`src/rtl/core/adfp_pkg.sv`:
```
package adfp_pkg;

    localparam int VALUE_W        = 48;
    localparam int CHAR_W         = 8;
    localparam int DIGIT_W        = 4;
    localparam int CUT_W          = 2;
    localparam int FLAG_W         = 3;

    localparam int INT_BITS_DEF        = 32;
    localparam int FRAC_BITS_DEF       = 16;
    localparam int MAX_FRAC_DIGITS_DEF = 6;

    localparam int QUEUE_DEPTH    = 4;

    localparam logic [CHAR_W-1:0] CHAR_MINUS   = 8'h2d;
    localparam logic [CHAR_W-1:0] CHAR_POINT   = 8'h2e;
    localparam logic [CHAR_W-1:0] CHAR_ZERO    = 8'h30;
    localparam logic [CHAR_W-1:0] CHAR_NINE    = 8'h39;
    localparam logic [CHAR_W-1:0] CHAR_SPACE   = 8'h20;
    localparam logic [CHAR_W-1:0] CHAR_NEWLINE = 8'h0a;

    localparam logic [CUT_W-1:0] CUT_NEVER  = 2'b11;
    localparam logic [CUT_W-1:0] CUT_SPACE  = 2'b00;
    localparam logic [CUT_W-1:0] CUT_ALWAYS = 2'b01;

    typedef enum logic [2:0] {
        PH_START = 3'b001,
        PH_INT   = 3'b010,
        PH_FRAC  = 3'b100
    } phase_t;

    typedef struct packed {
        logic               is_digit;
        logic               is_minus;
        logic               is_point;
        logic               is_space;
        logic [DIGIT_W-1:0] digit;
    } item_t;

    typedef struct packed {
        logic negative;
        logic no_digits;
        logic saturated;
        logic consumed;
    } term_t;

    function automatic logic [31:0] pow10(input int n);
        logic [31:0] p;
        case (n)
            0: p = 32'd1;
            1: p = 32'd10;
            2: p = 32'd100;
            3: p = 32'd1000;
            4: p = 32'd10000;
            5: p = 32'd100000;
            6: p = 32'd1000000;
            7: p = 32'd10000000;
            default: p = 32'd1;
        endcase
        return p;
    endfunction

    function automatic int value_bits(input int ib, input int fb);
        return (ib + fb > VALUE_W) ? VALUE_W : ib + fb;
    endfunction

    function automatic int int_width(input int ib, input int fb);
        return value_bits(ib, fb) - 1 - fb;
    endfunction

    function automatic int frac_width(input int mfd);
        return $clog2(pow10(mfd) + 32'd1);
    endfunction

endpackage

```
`src/rtl/core/adfp_front.sv`:
```
module adfp_front
    import adfp_pkg::*;
(
    input  logic              clk,
    input  logic              rst_n,
    input  logic              s_axis_tvalid,
    output logic              s_axis_tready,
    input  logic [CHAR_W-1:0] s_axis_tdata,
    output logic              push,
    output item_t             push_item,
    input  logic              q_full
);

    logic  vld_reg;
    item_t item_reg;
    item_t item_next;
    logic  is_digit;

    always_comb
    begin
        is_digit            = (s_axis_tdata >= CHAR_ZERO) && (s_axis_tdata <= CHAR_NINE);
        item_next.is_digit  = is_digit;
        item_next.is_minus  = (s_axis_tdata == CHAR_MINUS);
        item_next.is_point  = (s_axis_tdata == CHAR_POINT);
        item_next.is_space  = (s_axis_tdata == CHAR_SPACE) || (s_axis_tdata == CHAR_NEWLINE);
        item_next.digit     = DIGIT_W'(s_axis_tdata - CHAR_ZERO);
    end

    assign s_axis_tready = !vld_reg || !q_full;
    assign push          = vld_reg && !q_full;
    assign push_item     = item_reg;

    always_ff @(posedge clk or negedge rst_n)
    begin
        if (!rst_n)
        begin
            vld_reg <= 1'b0;
        end
        else if (s_axis_tready)
        begin
            vld_reg <= s_axis_tvalid;
        end
    end

    always_ff @(posedge clk)
    begin
        if (s_axis_tvalid && s_axis_tready)
        begin
            item_reg <= item_next;
        end
    end

endmodule

```
`src/rtl/core/adfp_queue.sv`:
```
module adfp_queue
    import adfp_pkg::*;
(
    input  logic  clk,
    input  logic  rst_n,
    input  logic  push,
    input  item_t push_item,
    output logic  full,
    input  logic  pop,
    output logic  q_valid,
    output item_t head_item
);

    localparam int PTR_W = $clog2(QUEUE_DEPTH);
    localparam int CNT_W = $clog2(QUEUE_DEPTH + 1);

    item_t             mem_reg [QUEUE_DEPTH];
    logic [PTR_W-1:0]  wr_ptr_reg;
    logic [PTR_W-1:0]  rd_ptr_reg;
    logic [CNT_W-1:0]  count_reg;
    logic [CNT_W-1:0]  count_next;
    logic              do_pop;

    assign full      = (count_reg == CNT_W'(QUEUE_DEPTH));
    assign q_valid   = (count_reg != '0);
    assign head_item = mem_reg[rd_ptr_reg];
    assign do_pop    = pop && q_valid;

    always_comb
    begin
        count_next = count_reg;
        if (push && !do_pop)
        begin
            count_next = count_reg + CNT_W'(1);
        end
        else if (do_pop && !push)
        begin
            count_next = count_reg - CNT_W'(1);
        end
    end

    always_ff @(posedge clk or negedge rst_n)
    begin
        if (!rst_n)
        begin
            wr_ptr_reg <= '0;
            rd_ptr_reg <= '0;
            count_reg  <= '0;
        end
        else
        begin
            count_reg <= count_next;
            if (push)
            begin
                wr_ptr_reg <= wr_ptr_reg + PTR_W'(1);
            end
            if (do_pop)
            begin
                rd_ptr_reg <= rd_ptr_reg + PTR_W'(1);
            end
        end
    end

    always_ff @(posedge clk)
    begin
        if (push)
        begin
            mem_reg[wr_ptr_reg] <= push_item;
        end
    end

    assert property (@(posedge clk) disable iff (!rst_n) !(push && full))
        else $error("push into full queue");

endmodule

```
`src/rtl/core/adfp_back.sv`:
```
module adfp_back
    import adfp_pkg::*;
#(
    parameter int INT_BITS        = INT_BITS_DEF,
    parameter int FRAC_BITS       = FRAC_BITS_DEF,
    parameter int MAX_FRAC_DIGITS = MAX_FRAC_DIGITS_DEF
)
(
    input  logic                               clk,
    input  logic                               rst_n,
    input  logic                               q_valid,
    input  item_t                              head_item,
    output logic                               pop,
    input  logic [CUT_W-1:0]                   cut_mode,
    input  logic                               div_ready,
    output logic                               term_valid,
    output term_t                              term_flags,
    output logic [int_width(INT_BITS, FRAC_BITS)-1:0] term_int,
    output logic [frac_width(MAX_FRAC_DIGITS)-1:0]    term_frac,
    output logic [$clog2(MAX_FRAC_DIGITS + 1)-1:0]    term_pos
);

    localparam int IW = int_width(INT_BITS, FRAC_BITS);
    localparam int DW = frac_width(MAX_FRAC_DIGITS);
    localparam int PW = $clog2(MAX_FRAC_DIGITS + 1);

    phase_t          phase_reg, phase_next;
    logic            neg_reg, neg_next;
    logic            seen_reg, seen_next;
    logic [IW-1:0]   int_reg, int_next;
    logic [DW-1:0]   frac_reg, frac_next;
    logic [PW-1:0]   pos_reg, pos_next;
    logic            ovf_reg, ovf_next;
    logic [IW+3:0]   int_mul;
    logic [DW+3:0]   frac_mul;
    logic            in_int;
    logic            terminate;

    assign pop = q_valid && div_ready;

    always_comb
    begin
        int_mul  = {1'b0, int_reg, 3'b000} + {3'b000, int_reg, 1'b0}
                 + (IW+4)'(head_item.digit);
        frac_mul = {1'b0, frac_reg, 3'b000} + {3'b000, frac_reg, 1'b0}
                 + (DW+4)'(head_item.digit);
        in_int   = (phase_reg == PH_INT) || ((phase_reg == PH_START) && !head_item.is_minus);

        phase_next = phase_reg;
        neg_next   = neg_reg;
        seen_next  = seen_reg;
        int_next   = int_reg;
        frac_next  = frac_reg;
        pos_next   = pos_reg;
        ovf_next   = ovf_reg;
        terminate  = 1'b0;

        if (pop)
        begin
            if ((phase_reg == PH_START) && head_item.is_minus)
            begin
                neg_next   = 1'b1;
                phase_next = PH_INT;
            end
            else if (in_int)
            begin
                if (head_item.is_digit)
                begin
                    phase_next = PH_INT;
                    seen_next  = 1'b1;
                    if (ovf_reg || (int_mul[IW+3:IW] != '0))
                    begin
                        int_next = '1;
                        ovf_next = 1'b1;
                    end
                    else
                    begin
                        int_next = int_mul[IW-1:0];
                    end
                end
                else if (head_item.is_point)
                begin
                    phase_next = PH_FRAC;
                end
                else
                begin
                    terminate = 1'b1;
                end
            end
            else if (head_item.is_digit)
            begin
                seen_next = 1'b1;
                if (pos_reg < PW'(MAX_FRAC_DIGITS))
                begin
                    frac_next = frac_mul[DW-1:0];
                    pos_next  = pos_reg + PW'(1);
                end
            end
            else
            begin
                terminate = 1'b1;
            end
        end

        if (terminate)
        begin
            phase_next = PH_START;
            neg_next   = 1'b0;
            seen_next  = 1'b0;
            int_next   = '0;
            frac_next  = '0;
            pos_next   = '0;
            ovf_next   = 1'b0;
        end
    end

    assign term_valid           = terminate;
    assign term_flags.negative  = neg_reg;
    assign term_flags.no_digits = !seen_reg;
    assign term_flags.saturated = ovf_reg && seen_reg;
    assign term_flags.consumed  = (cut_mode == CUT_ALWAYS)
                               || ((cut_mode == CUT_SPACE) && head_item.is_space);
    assign term_int             = int_reg;
    assign term_frac            = frac_reg;
    assign term_pos             = pos_reg;

    always_ff @(posedge clk or negedge rst_n)
    begin
        if (!rst_n)
        begin
            phase_reg <= PH_START;
            neg_reg   <= 1'b0;
            seen_reg  <= 1'b0;
            int_reg   <= '0;
            frac_reg  <= '0;
            pos_reg   <= '0;
            ovf_reg   <= 1'b0;
        end
        else
        begin
            phase_reg <= phase_next;
            neg_reg   <= neg_next;
            seen_reg  <= seen_next;
            int_reg   <= int_next;
            frac_reg  <= frac_next;
            pos_reg   <= pos_next;
            ovf_reg   <= ovf_next;
        end
    end

    assert property (@(posedge clk) disable iff (!rst_n) ovf_reg |-> (int_reg == '1))
        else $error("overflow without clamped integer part");

    assert property (@(posedge clk) disable iff (!rst_n)
        pos_reg <= PW'(MAX_FRAC_DIGITS))
        else $error("fraction position beyond digit limit");

endmodule

```
`src/rtl/core/adfp_divider.sv`:
```
module adfp_divider
    import adfp_pkg::*;
#(
    parameter int INT_BITS        = INT_BITS_DEF,
    parameter int FRAC_BITS       = FRAC_BITS_DEF,
    parameter int MAX_FRAC_DIGITS = MAX_FRAC_DIGITS_DEF
)
(
    input  logic                               clk,
    input  logic                               rst_n,
    input  logic                               term_valid,
    input  term_t                              term_flags,
    input  logic [int_width(INT_BITS, FRAC_BITS)-1:0] term_int,
    input  logic [frac_width(MAX_FRAC_DIGITS)-1:0]    term_frac,
    input  logic [$clog2(MAX_FRAC_DIGITS + 1)-1:0]    term_pos,
    output logic                               div_ready,
    output logic                               m_axis_tvalid,
    input  logic                               m_axis_tready,
    output logic [VALUE_W-1:0]                 m_axis_tdata,
    output logic [FLAG_W-1:0]                  m_axis_tuser
);

    localparam int IW = int_width(INT_BITS, FRAC_BITS);
    localparam int DW = frac_width(MAX_FRAC_DIGITS);
    localparam int FB = FRAC_BITS;
    localparam logic [VALUE_W-1:0] NO_DIGIT_VALUE =
        ~(VALUE_W'(1) << FRAC_BITS) + VALUE_W'(1);

    logic [FB:0]     vld_reg;
    term_t           flg_reg [FB+1];
    logic [IW-1:0]   int_reg [FB+1];
    logic [DW-1:0]   rem_reg [FB+1];
    logic [DW-1:0]   dvs_reg [FB+1];
    logic [FB-1:0]   quo_reg [FB+1];

    logic [DW:0]     r2      [FB+1];
    logic [DW:0]     diff    [FB+1];
    logic            ge      [FB+1];
    logic [DW-1:0]   rem_nxt [FB+1];

    logic                out_valid_reg;
    logic [VALUE_W-1:0]  value_reg, value_next;
    term_t               out_flg_reg;
    logic [VALUE_W-1:0]  mag;
    logic                adv;

    assign adv       = !out_valid_reg || m_axis_tready;
    assign div_ready = adv;

    always_comb
    begin
        for (int k = 0; k <= FB; k++)
        begin
            r2[k]      = {rem_reg[k], 1'b0};
            diff[k]    = r2[k] - {1'b0, dvs_reg[k]};
            ge[k]      = (r2[k] >= {1'b0, dvs_reg[k]});
            rem_nxt[k] = ge[k] ? diff[k][DW-1:0] : r2[k][DW-1:0];
        end
    end

    always_comb
    begin
        mag = VALUE_W'({int_reg[FB], quo_reg[FB]});
        if (flg_reg[FB].no_digits)
        begin
            value_next = NO_DIGIT_VALUE;
        end
        else if (flg_reg[FB].negative)
        begin
            value_next = ~mag + VALUE_W'(1);
        end
        else
        begin
            value_next = mag;
        end
    end

    always_ff @(posedge clk or negedge rst_n)
    begin
        if (!rst_n)
        begin
            vld_reg       <= '0;
            out_valid_reg <= 1'b0;
        end
        else if (adv)
        begin
            vld_reg       <= {vld_reg[FB-1:0], term_valid};
            out_valid_reg <= vld_reg[FB];
        end
    end

    always_ff @(posedge clk)
    begin
        if (adv)
        begin
            flg_reg[0] <= term_flags;
            int_reg[0] <= term_int;
            rem_reg[0] <= term_frac;
            dvs_reg[0] <= DW'(pow10(int'(term_pos)));
            quo_reg[0] <= '0;
            for (int k = 1; k <= FB; k++)
            begin
                flg_reg[k] <= flg_reg[k-1];
                int_reg[k] <= int_reg[k-1];
                rem_reg[k] <= rem_nxt[k-1];
                dvs_reg[k] <= dvs_reg[k-1];
                quo_reg[k] <= {quo_reg[k-1][FB-2:0], ge[k-1]};
            end
            value_reg   <= value_next;
            out_flg_reg <= flg_reg[FB];
        end
    end

    assign m_axis_tvalid = out_valid_reg;
    assign m_axis_tdata  = value_reg;
    assign m_axis_tuser  = {out_flg_reg.consumed, out_flg_reg.saturated, out_flg_reg.no_digits};

    assert property (@(posedge clk) disable iff (!rst_n)
        vld_reg[FB] |-> (rem_reg[FB] < dvs_reg[FB]))
        else $error("fraction remainder not below divisor");

    assert property (@(posedge clk) disable iff (!rst_n)
        out_valid_reg |-> !(out_flg_reg.no_digits && out_flg_reg.saturated))
        else $error("saturated result without digits");

endmodule

```
`src/rtl/core/ascii_decimal_to_fixed_parser.sv`:
```
// Parses signed decimal numbers from an ASCII byte stream, one character per
// transaction, and returns each number as a signed fixed-point word with
// FRAC_BITS fraction bits (Q32.16 by default), truncated toward zero, with the
// integer part clamped when it overflows. A number is an optional leading
// minus, integer digits, an optional point and fraction digits; the first
// other character ends it and produces exactly one result. A number without
// digits returns -1.0 with no_digits set. cut_mode picks whether that
// terminating character was swallowed (terminator_consumed = 1) or must be
// sent again. The block takes one character every cycle without pause as long
// as results are drained. Each result is computed by the fraction-to-binary
// divider, a pipeline that resolves one quotient bit per stage, and is
// registered at its output. Write cut_mode only while the block is idle.
module ascii_decimal_to_fixed_parser
    import adfp_pkg::*;
#(
    parameter int INT_BITS        = INT_BITS_DEF,
    parameter int FRAC_BITS       = FRAC_BITS_DEF,
    parameter int MAX_FRAC_DIGITS = MAX_FRAC_DIGITS_DEF
)
(
    input  logic               clk,
    input  logic               rst_n,
    input  logic               s_axis_tvalid,
    output logic               s_axis_tready,
    input  logic [CHAR_W-1:0]  s_axis_tdata,   // character
    output logic               m_axis_tvalid,
    input  logic               m_axis_tready,
    output logic [VALUE_W-1:0] m_axis_tdata,   // value
    output logic [FLAG_W-1:0]  m_axis_tuser,   // no_digits, saturated, terminator_consumed
    input  logic               cfg_valid,
    output logic               cfg_ready,
    input  logic [CUT_W-1:0]   cfg_data        // cut_mode
);

    localparam int IW = int_width(INT_BITS, FRAC_BITS);
    localparam int DW = frac_width(MAX_FRAC_DIGITS);
    localparam int PW = $clog2(MAX_FRAC_DIGITS + 1);

    logic [CUT_W-1:0] cut_mode_reg;
    logic             push;
    item_t            push_item;
    logic             q_full;
    logic             pop;
    logic             q_valid;
    item_t            head_item;
    logic             div_ready;
    logic             term_valid;
    term_t            term_flags;
    logic [IW-1:0]    term_int;
    logic [DW-1:0]    term_frac;
    logic [PW-1:0]    term_pos;

    assign cfg_ready = 1'b1;

    always_ff @(posedge clk or negedge rst_n)
    begin
        if (!rst_n)
        begin
            cut_mode_reg <= CUT_SPACE;
        end
        else if (cfg_valid && cfg_ready)
        begin
            cut_mode_reg <= cfg_data;
        end
    end

    adfp_front u_front (
        .clk           (clk),
        .rst_n         (rst_n),
        .s_axis_tvalid (s_axis_tvalid),
        .s_axis_tready (s_axis_tready),
        .s_axis_tdata  (s_axis_tdata),
        .push          (push),
        .push_item     (push_item),
        .q_full        (q_full)
    );

    adfp_queue u_queue (
        .clk       (clk),
        .rst_n     (rst_n),
        .push      (push),
        .push_item (push_item),
        .full      (q_full),
        .pop       (pop),
        .q_valid   (q_valid),
        .head_item (head_item)
    );

    adfp_back #(
        .INT_BITS        (INT_BITS),
        .FRAC_BITS       (FRAC_BITS),
        .MAX_FRAC_DIGITS (MAX_FRAC_DIGITS)
    ) u_back (
        .clk        (clk),
        .rst_n      (rst_n),
        .q_valid    (q_valid),
        .head_item  (head_item),
        .pop        (pop),
        .cut_mode   (cut_mode_reg),
        .div_ready  (div_ready),
        .term_valid (term_valid),
        .term_flags (term_flags),
        .term_int   (term_int),
        .term_frac  (term_frac),
        .term_pos   (term_pos)
    );

    adfp_divider #(
        .INT_BITS        (INT_BITS),
        .FRAC_BITS       (FRAC_BITS),
        .MAX_FRAC_DIGITS (MAX_FRAC_DIGITS)
    ) u_divider (
        .clk           (clk),
        .rst_n         (rst_n),
        .term_valid    (term_valid),
        .term_flags    (term_flags),
        .term_int      (term_int),
        .term_frac     (term_frac),
        .term_pos      (term_pos),
        .div_ready     (div_ready),
        .m_axis_tvalid (m_axis_tvalid),
        .m_axis_tready (m_axis_tready),
        .m_axis_tdata  (m_axis_tdata),
        .m_axis_tuser  (m_axis_tuser)
    );

endmodule

```
`config.mk`:
```
export PLATFORM = sky130hd
export DESIGN_NAME = ascii_decimal_to_fixed_parser
export DESIGN_NICKNAME = d
export VERILOG_FILES = /design/src/rtl/core/adfp_pkg.sv /design/src/rtl/core/adfp_front.sv /design/src/rtl/core/adfp_queue.sv /design/src/rtl/core/adfp_back.sv /design/src/rtl/core/adfp_divider.sv /design/src/rtl/core/ascii_decimal_to_fixed_parser.sv
export SDC_FILE = /design/constraint.sdc
export NUM_CORES = 2
export LEC_CHECK = 0
export BUFFER_PORTS_ARGS = -buffer_cell sky130_fd_sc_hd__buf_2
export CORE_MARGIN = 2
export CORE_UTILIZATION = 68
export DETAILED_ROUTE_END_ITERATION = 10
export PLACE_DENSITY = 0.85
export SLEW_MARGIN = 20
export SYNTH_ARGS = -nofsm -noshare
export SYNTH_HDL_FRONTEND = slang
export SYNTH_HIERARCHICAL = 1
export SYNTH_SLANG_ARGS = --single-unit
```
`constraint.sdc`:
```
create_clock -name clk -period 98.6 [get_ports clk]
set_clock_uncertainty 0.2 [all_clocks]
set_input_delay 14.79 -clock clk [delete_from_list [all_inputs] [get_ports clk]]
set_output_delay 14.79 -clock clk [all_outputs]
set_load 0.03 [all_outputs]
```
==> load_flow_metrics.sql <==
INSERT INTO impl_metrics (metric_group, metric, value, unit) VALUES
('run_status', 'outcome', 'complete, no violations', ''),
('place', 'dp_hpwl', '85300', 'um'),
('setup_path', 'startpoint_to_endpoint_class_of_the_critical_path', 'in -> reg', ''),
('floorplanning', 'die_h', '323', 'um'),
('cts', 'cts_setup_buffers', '0', ''),
('place', 'port_buffers', '67', ''),
('floorplanning', 'die-width', '323', 'um'),
('timing', 'fin_worst_hold_slack', '0.181', 'ns'),
('cts', 'path_clk_slew', '0.07', 'ns'),
('synthesis', 'synth_edf_count', '1398', ''),
('global_route', 'grt_pass1_wl', '219000', 'um'),
('timing', 'min_cycle_time_layout', '17.89', 'ns'),
('timing', 'setup_violations', '0', ''),
('synthesis', 'synth-main-ff-cell', 'sky130_fd_sc_hd__edfxtp_1', ''),
('cts', 'clock_tree_from_tritoncts', 'done', ''),
('synthesis', 'synth_cell_type_count', '106', ''),
('setup_path', 'regToRegEndpoint', 'u_back/term_int[5]', ''),
('global_route', 'grt_use_total', '26.6', '%'),
('drt', 'routedWlPerCell', '20.1', 'um'),
('floorplanning', 'top_level_ports', '69', ''),
('min_path', 'holdPathEnd', 'u_divider/quo_reg[1][6]', ''),
('floorplanning', 'core_region_area', '101000', 'um2'),
('floorplanning', 'num_rows', '117', ''),
('drt', 'detailed_route_vias_per_instance', '6.17', ''),
('finish', 'layout_common_cells', 'sky130_fd_sc_hd__edfxtp_1, sky130_fd_sc_hd__ha_1, sky130_fd_sc_hd__inv_1', ''),
('setup_path', 'critical-path-max-stage-delay', '0.89', 'ns'),
('min_path', 'hold_class', 'reg -> reg', ''),
('place', 'detailed_place.area', '71100', 'um2'),
('synthesis', 'synthesis.area_per_instance', '13.2', 'um2'),
('global_route', 'globalRouteOverflowTotal', '0', ''),
('synthesis', 'postSynthNetCount', '5694', ''),
('global_route', 'antenna_found_initial', '0', ''),
('drt', 'antenna_left', '0', ''),
('timing', 'slew_headroom', '25.5', '%'),
('finish', 'layout.cell_area.non_filler', '75800', 'um2'),
('drt', 'vias', '42300', ''),
('setup_path', 'worst_path_most_repeated_cell', 'sky130_fd_sc_hd__buf_4', ''),
('drt', 'first_iter_violations', '4156', ''),
('setup_path', 'regToRegSetupSlack', '93.28', 'ns'),
('cts', 'cts_hold_repair.buffers', '0', ''),
('drt', 'first_pass_iteration_count_of_the_detailed_router', '6', ''),
('timing', 'fin_setup_tns', '0', 'ns'),
('finish', 'mostFrequentLayoutCell', 'sky130_fd_sc_hd__edfxtp_1', ''),
('timing', 'worstMarginPinSlew', '1.12', 'ns'),
('cts', 'cts-root-to-sink-buffers', '3', ''),
('cts', 'cts_made_buffers', '147', ''),
('drt', 'drt_drc_violations_left', '0', ''),
('floorplanning', 'start_util', '68.3', '%'),
('synthesis', 'post_synth_inst_count', '5249', ''),
('cts', 'clkSinkCount', '1486', ''),
('min_path', 'hold_path_depth', '0', ''),
('flow_run', 'max-cap-violations', '0', ''),
('cts', 'h_tree_depth', '4', ''),
('global_route', 'grt_max_degree', '212', ''),
('setup_path', 'timing.critical_path.cells', 'buf_2 > nand2b_4 > buf_4 > buf_12 > buf_4', ''),
('timing', 'layout_worst_path_cycle_share', '18.1', '%'),
('synthesis', 'fraction_of_registers_with_async_set_or_reset_after_synthesis', '5.92', '%'),
('setup_path', 'critical_path.startpoint_type', 'input port', ''),
('setup_path', 'critPathArrivalTime', '18.06', 'ns'),
('synthesis', 'synth.cell_area', '69300', 'um2'),
('cts', 'clk_root_buffer_cell', 'sky130_fd_sc_hd__clkbuf_16', ''),
('floorplanning', 'dieArea', '104000', 'um2'),
('setup_path', 'setup.worst_path.end_class', 'register', ''),
('finish', 'largest_reg_flops', '527', ''),
('cts', 'insertion_delay', '0.78', 'ns'),
('timing', 'maxClockFrequency', '55.9', 'MHz'),
('finish', 'final_layout_size_suffix_gt1_share', '8.60', '%'),
('setup_path', 'worstReg2RegStart', 'u_queue/rd_ptr_reg[0]', ''),
('drt', 'drt_wirelength', '137000', 'um'),
('setup_path', 'critPathLaunch', 'm_axis_tready', ''),
('finish', 'num-nets-final', '5809', '');
[logic make-up after synthesis]
group / Yosys count / synth area share [%]
flip-flops: 1486 / 63.8
multiplexers: 107 / 1.85
other: 1 / 0.00541
adder cells (fa/ha/maj): 430 / 7.98
buffers and inverters: 523 / 2.93
AND/OR/NAND/NOR: 1152 / 8.08
XOR/XNOR: 314 / 3.97
AO/OA/AOI/OAI: 1236 / 11.4
[per-stage QoR]
stage | setup WS [ns] | std cells
global route | 80.45 | 6844
detailed placement | 79.86 | 6582
global placement | 80.00 | 6582
floorplan | 39.74 | 5249
finish | 80.71 | 6844
CTS | 80.58 | 6843
[how the worst max path moves through the flow]
stage,slack [ns],end,depth (start not counted)
after floorplan,39.74,u_queue/count_reg[1],10
after global placement,80.00,u_divider/dvs_reg[0][260],5
after detailed placement,79.86,u_divider/dvs_reg[0][260],5
after CTS,80.58,u_divider/rem_reg[0][267],5
after global routing,80.45,u_divider/dvs_reg[0][301],5
final,80.71,u_divider/dvs_reg[0][300],5
[cell usage after synthesis (60+ instances only)]
cell	count	share of area (%)
sky130_fd_sc_hd__nand2b_1	80	0.72
sky130_fd_sc_hd__ha_1	410	7.4
sky130_fd_sc_hd__a21oi_1	336	2.4
sky130_fd_sc_hd__edfxtp_1	1398	61
sky130_fd_sc_hd__nand2_1	371	2.0
sky130_fd_sc_hd__inv_1	390	2.1
sky130_fd_sc_hd__o21a_1	60	0.65
sky130_fd_sc_hd__dfrtp_1	87	3.1
sky130_fd_sc_hd__a21o_1	132	1.4
sky130_fd_sc_hd__xnor2_1	164	2.1
sky130_fd_sc_hd__o21ai_0	294	2.1
sky130_fd_sc_hd__clkbuf_1	114	0.62
sky130_fd_sc_hd__mux2_2	88	1.4
sky130_fd_sc_hd__xor2_1	150	1.9
sky130_fd_sc_hd__nor2_1	298	1.6
[worst reg2reg max path, delay by kind of cell (launching register included)]
family,cells,cell delay (ns)
multiplexers,1,0.72
flip-flops,1,0.72
AND/OR/NAND/NOR,3,1.16
AO/OA/AOI/OAI,6,1.31
adder cells (fa/ha/maj),2,1.10
[routing by layer]
layer | global-route usage (%) | wire length, um | vias up
li1 | - | - | 19700
met1 | 33.6 | 53500 | 20300
met2 | 46.3 | 70100 | 1853
met3 | 4.11 | 8350 | 396
met4 | 10.8 | 5350 | 0
met5 | 0 | 0 | -
[cell type report]
type / instances / area, um2
Clock buffer: 189 / 3930
Clock inverter: 72 / 813
Fill cell: 5999 / 25600
Multi-Input combinational cell: 3240 / 23100
Tap cell: 1368 / 1710
Timing Repair Buffer: 98 / 607
Sequential cell: 1486 / 44200
Inverter: 391 / 1470
Power is left out: the tool's default activity adds up to more than one toggle a clock period on the data nets, which glitch-free logic cannot reach.
